[config.mk]
export PLATFORM = sky130hd
export DESIGN_NAME = txc_ctrl
export DESIGN_NICKNAME = d
export VERILOG_FILES = /design/src/rtl/core/txc_pkg.sv /design/src/rtl/core/txc_ctrl.sv
export SDC_FILE = /design/constraint.sdc
export NUM_CORES = 1
export LEC_CHECK = 0
export BUFFER_PORTS_ARGS = -buffer_cell sky130_fd_sc_hd__buf_2
export CORE_AREA = 2 2 39 41
export DETAILED_ROUTE_END_ITERATION = 12
export DIE_AREA = 0 0 41 43
export GPL_ROUTABILITY_DRIVEN = 0
export PLACE_DENSITY = 0.44
export SETUP_SLACK_MARGIN = 0.05
export SYNTH_ARGS = -nofsm -noshare
export SYNTH_HDL_FRONTEND = slang
export SYNTH_SLANG_ARGS = --single-unit
[constraint.sdc]
create_clock -name clk -period 1.4 [get_ports clk]
set_input_delay 0.07 -clock clk [delete_from_list [all_inputs] [get_ports clk]]
set_output_delay 0.07 -clock clk [all_outputs]
set_load 0.005 [all_outputs]
[src/rtl/core/txc_pkg.sv]
`timescale 1ns / 1ps

package txc_pkg;

  localparam int COLUMNS_DEF   = 80;
  localparam int ROWS_DEF      = 25;
  localparam int TAB_WIDTH_DEF = 8;

  localparam logic [7:0] BLANK_CHAR   = 8'h20;
  localparam logic [7:0] RESET_ATTR   = 8'h0F;
  localparam logic [7:0] NEWLINE_CHAR = 8'h0A;
  localparam logic [7:0] TAB_CHAR     = 8'h09;

  localparam logic OP_PUT  = 1'b0;
  localparam logic OP_READ = 1'b1;

  typedef enum logic [2:0] {
    ST_CLEAR,
    ST_IDLE,
    ST_EXEC,
    ST_SCROLL,
    ST_READ,
    ST_RESP
  } state_t;

  typedef struct packed {
    logic in_ready;
    logic accept;
    logic exec;
    logic read;
    logic clear_wr;
    logic blank_wr;
    logic load;
  } cmd_t;

  typedef struct packed {
    logic clear_last;
    logic row_last;
    logic scroll;
    logic out_free;
  } sts_t;

endpackage

[src/rtl/core/txc_ctrl.sv]
`timescale 1ns / 1ps

module txc_ctrl import txc_pkg::*; (
  input  logic clk,
  input  logic rst_n,
  input  logic in_valid,
  input  sts_t sts,
  output cmd_t cmd
);

  state_t state_r, state_nxt;

  always_ff @(posedge clk) begin
    if (!rst_n) begin
      state_r <= ST_CLEAR;
    end else begin
      state_r <= state_nxt;
    end
  end

  always_comb begin
    state_nxt = state_r;
    unique case (state_r)
      ST_CLEAR: begin
        if (sts.clear_last) state_nxt = ST_IDLE;
      end
      ST_IDLE: begin
        if (in_valid) state_nxt = ST_EXEC;
      end
      ST_EXEC: begin
        state_nxt = sts.scroll ? ST_SCROLL : ST_RESP;
      end
      ST_SCROLL: begin
        if (sts.row_last) state_nxt = ST_READ;
      end
      ST_READ: begin
        state_nxt = ST_RESP;
      end
      ST_RESP: begin
        if (sts.out_free) state_nxt = in_valid ? ST_EXEC : ST_IDLE;
      end
      default: begin
        state_nxt = ST_CLEAR;
      end
    endcase
  end

  always_comb begin
    cmd = '0;
    unique case (state_r)
      ST_CLEAR: begin
        cmd.clear_wr = 1'b1;
      end
      ST_IDLE: begin
        cmd.in_ready = 1'b1;
        cmd.accept   = in_valid;
      end
      ST_EXEC: begin
        cmd.exec = 1'b1;
      end
      ST_SCROLL: begin
        cmd.blank_wr = 1'b1;
      end
      ST_READ: begin
        cmd.read = 1'b1;
      end
      ST_RESP: begin
        cmd.load     = sts.out_free;
        cmd.in_ready = sts.out_free;
        cmd.accept   = sts.out_free && in_valid;
      end
      default: begin
        cmd = '0;
      end
    endcase
  end

`ifndef SYNTHESIS
  a_scroll_path: assert property (@(posedge clk) disable iff (!rst_n)
    (state_r == ST_EXEC && sts.scroll) |=> (state_r == ST_SCROLL))
    else $error("scroll did not enter blanking");
  a_accept_exec: assert property (@(posedge clk) disable iff (!rst_n)
    cmd.accept |=> (state_r == ST_EXEC))
    else $error("accepted item not executed");
  a_clear_hold: assert property (@(posedge clk) disable iff (!rst_n)
    (state_r == ST_CLEAR) |-> !cmd.in_ready)
    else $error("input taken during screen clear");
`endif

endmodule

======== Word level (Yosys, flattened, before mapping) ========
Index checks and enable logic that the tools add are counted.
storage, ports and cells
  register bits after elaboration ......... 3
  bits of input ports ..................... 7
  output and inout port bits .............. 7
  word-level logic and storage cells ...... 26
operators by class
  equality and inequality tests ........... 9
  mux-type cells .......................... 13
  reductions and logical operators ........ 3
operators with widths
  cell                  number
  $pmux W3 S6           1
  $mux W3               5
  $ne A2 B2 Y1 const B  4
  $eq A3 B2 Y1 const B  2
  $eq A3 B3 Y1 const B  2
  $mux W1               5
  $pmux W2 S2           1
  $reduce_and A4 Y1     1
  $eq A3 B1 Y1 const B  1
  $logic_not A3 Y1      1
  $mux W2               1
  $logic_and A1 B1 Y1   1

======== Depth between registers and ports, before layout ========
  depth after elaboration ................. 3
  gate-level depth with buffers ........... 4
  gate-level depth less buffers ........... 3

======== Worst setup path before layout ========
No wires, ideal clock.
  path kind ............................... register -> register
  start ................................... reg state_r[0]
  end ..................................... reg state_r[2]
  setup time .............................. 115 ps
  arrival ................................. 1015 ps
  required time ........................... 1285 ps
  slack ................................... 271 ps
  cell stages (with the launch flop) ...... 5
  path buffers ............................ 1
  period minus slack after synthesis ...... 1129 ps
  cell sequence ........................... dfxtp_1 -> buf_2 -> and3b_1 -> a22o_1 -> o21a_1
between the ends
  cells in the longest elaborated chain, start to end .. 3
  elaborated cells between the ends (all ways) .. 12
  classes of those cells .................. 9 x eq/ne; 1 x mux; 2 x reduce/logical
ends and longest elaborated chain
  item                                  line            text
  from (decl)                           txc_ctrl.sv:11  state_t state_r, state_nxt;
  from (signal assigned)                txc_ctrl.sv:17  state_r <= state_nxt;
  $eq A3 B2 Y1 (tied with other cells)  txc_ctrl.sv:23  unique case (state_r)
  $ne A2 B2 Y1 (no source line)         -
  $reduce_and A4 Y1 (no source line)    -
Several ways; a longest one is shown, not always the timed one.
A chain may end at the register's enable or synchronous reset.

==> summary.txt <==
Clock network
  – CTS clk-pin slew, worst paths: around 40 ps
  – Sink Count: 3
  – H-tree depth: 1
  – Clock Latency Late Sink: 230 ps
  – Cts hold-fix bufs: 0
  – Clock buffer depth: 2
  – CTS tree: yes
  – Root buffer cell: clkbuf_4
  – Total CTS buffers: 3

Floorplanning
  – Die area: ~1800 um^2
  – Initial core utilization: 0.204
  – Row cnt: 14
  – Die width: about 41 um
  – I/O pin count: 14
  – Die height: approximately 43 um
  – Core area: roughly 1400 um^2

Critical path
  – Worst r2r path cells: 3
  – CP startpoint kind: register
  – CP Launch Point: state_r[1]
  – Setup crit end: cmd[5]
  – CP arrival: 1210 ps
  – R2r setup slk: 210 ps
  – Worst reg2reg endpoint: state_r[0]
  – CP required: between 1000 and 1500 ps
  – Reg2reg start: state_r[2]
  – Critical path fanouts, max: 7
  – Setup CP Type: register to output port
  – Setup crit end kind: output port

Timing
  – Pins Over Slew Limit: 0
  – Fmax: around 780 MHz
  – Clk_skew: about 1.4 ps
  – Setup TNS Final: 0 ps
  – Hold Fails Final Rpt: 0
  – Worst-margin pin slew: between 150 and 200 ps
  – Slew headroom: 0.881
  – Min Tclk post-route: around 1300 ps
  – # setup viols final: 0
  – RSZ-0062 raised after global routing: no
  – Final Cycle Share: 0.911

Global route
  – Largest net degree at the start of global routing: 11
  – Vias in the first global route: between 200 and 300
  – Initial antenna violation count: 0
  – Total GRT Usage: 0.0873
  – Grt ovf: 0
  – First-pass GRT wire length: 1000 um

Flow run
  – Maxcap violations: 0

Placement
  – # port buffers: 13
  – Placed insts: 63
  – Post-detail-place hpwl: approximately 520 um
  – Post-DP Area: between 300 and 400 um^2

Power
  – Int Power: about 330 uW
  – VDD IR max: around 470 uV
  – Combinational Power Share: 0.405
  – Sw Share: 0.314
  – Switching pwr: ~150 uW
  – Clock power share: 0.309
  – Reg power frac: 0.285
  – Pwr/cell area: approximately 1100 nW/um^2
  – Static Leakage: about 0.00021 uW

Routing
  – DR DRC count: 0
  – Drt total wl: 700 um
  – Via/cell ratio: 4.43
  – Final ANT Viol Nets: 0
  – Detailed Route Iter0 Violations: 3
  – Routed len/inst: around 10 um
  – Via count: just over 300
  – Drt first pass iters: 4

Synth
  – Synth top area cells: dfxtp_1 (21%), a21oi_1 (5.3%), and2b_1 (5.3%), or2b_1 (5.3%), nor2b_1 (4.4%)
  – Total nets after synthesis: 42
  – Synth Cell Area: 283 um^2
  – Cell count after synthesis: 35
  – Async set or reset register ratio after synthesis: 0
  – Commonest cells post-synth: a21oi_1 (3), dfxtp_1 (3)
  – Top cell type's share of synthesized area: 0.212
  – Share of the yosys chip area belonging to registers: 0.212
  – Main flop type after synthesis: dfxtp_1
  – Syn Area/Cell: 8.08 um^2
  – Post-synth EDFFs: 0
  – Synth cell types: 26
  – Synth warnings: 0
  – Cell taking the most area after synthesis: dfxtp_1
  – #FFs+latches synth: 3

Cells and area
  – P&R area growth vs syn: 49.1%
  – ANT cells: 0
  – Registers with the most flip-flops: state_r: 3 flops
  – Fin nets: 62
  – Register area: approximately 69 um^2
  – Area taken by multi-input logic gates: slightly below 200 um^2
  – Share of cells above drive strength 1: 0.519
  – Reg with most FFs: state_r
  – Max reg flops: 3
  – # fillers: between 150 and 200
  – Layout Cells excl Fill: 70
  – Finished Cell Area: between 400 and 500 um^2

Outcome
  – Status: completed

Min path
  – HP Class: primary input to register
## cell families after synthesis
| family | share of synthesized area |
|---|---|
| flip-flops | 0.212 |
| AND/OR/NAND/NOR | 0.398 |
| AO/OA/AOI/OAI | 0.279 |
| buffers and inverters | 0.111 |
## how the worst min path moves through the flow
stage                from         end  slack, ps  depth (start not counted)
floorplan           rst_n  state_r[2]        190                          1
global placement    rst_n  state_r[2]        330                          2
detailed placement  rst_n  state_r[2]        340                          2
CTS                 rst_n  state_r[2]         90                          2
global route        rst_n  state_r[2]        100                          2
finish              rst_n  state_r[2]        100                          2
## through the flow
stage                     power, uW  hold slack, ps  setup slack (ps)   util
after floorplan                 248             188               271      -
after global routing            523             104              59.3  0.305
after CTS                       464            91.5              50.5  0.280
after detailed placement        302             337               200  0.259
final                           482            97.8               125  0.305
after global placement          306             332               212  0.259
## power by group through the flow
| stage | Sequential (uW) | Combinational, uW | Clock [uW] |
|---|---|---|---|
| 3_5_place_dp | 134 | 167 | 0 |
| 3_3_place_gp | 136 | 169 | 0 |
| 5_1_grt | 142 | 219 | 162 |
| 2_1_floorplan | 109 | 139 | 0 |
| 4_1_cts | 136 | 168 | 161 |
| 6_report | 137 | 195 | 149 |
## placed cells by master (no fill, tap or decap), drive strengths merged
cell type,synthesis,final
a22o,1,1
or3b,1,1
clkbuf,0,4
buf,3,18
nor2,1,1
and3b,1,1
and2,1,1
a22oi,1,1
and3,1,1
o21ai,1,1
o31ai,1,1
and2b,2,2
nor3,2,2
a21oi,3,3
o31a,1,1
nand2,1,1
o21a,1,1
a32o,1,1
nor2b,2,2
or2b,2,2
dfxtp,3,3
o2111ai,1,1
nor3b,2,2
inv,2,2
## layer usage
layer	GRT usage	part of all wire	wire length [um]
met1	0.109	0.47	332
met2	0.109	0.46	320
met3	0.0157	0.067	47
met4	0.100	0	0
met5	0	0	0
## area by class of cell
class / count / area share
clock buffers: 4 / 0.0623
inverters: 2 / 0.0178
multi-input cells: 27 / 0.466
flip-flops and latches: 3 / 0.163
well taps: 16 / 0.0475
repair buffers: 18 / 0.243
## repair_timing
| item | in CTS | in global routing |
|---|---|---|
| gates resized for setup | 2 | 5 |
| endpoints found under the setup margin | 1 | 1 |
| hold endpoints to repair | 0 | 0 |
| buffers inserted | 0 | 3 |
## critical path, stage by stage (launching register included)
cell,delay [ps]
dfxtp_4,360
and2b_1,200
nor2b_2,150
and2_1,150
buf_2,120
Power figures use the tool's default switching activity.
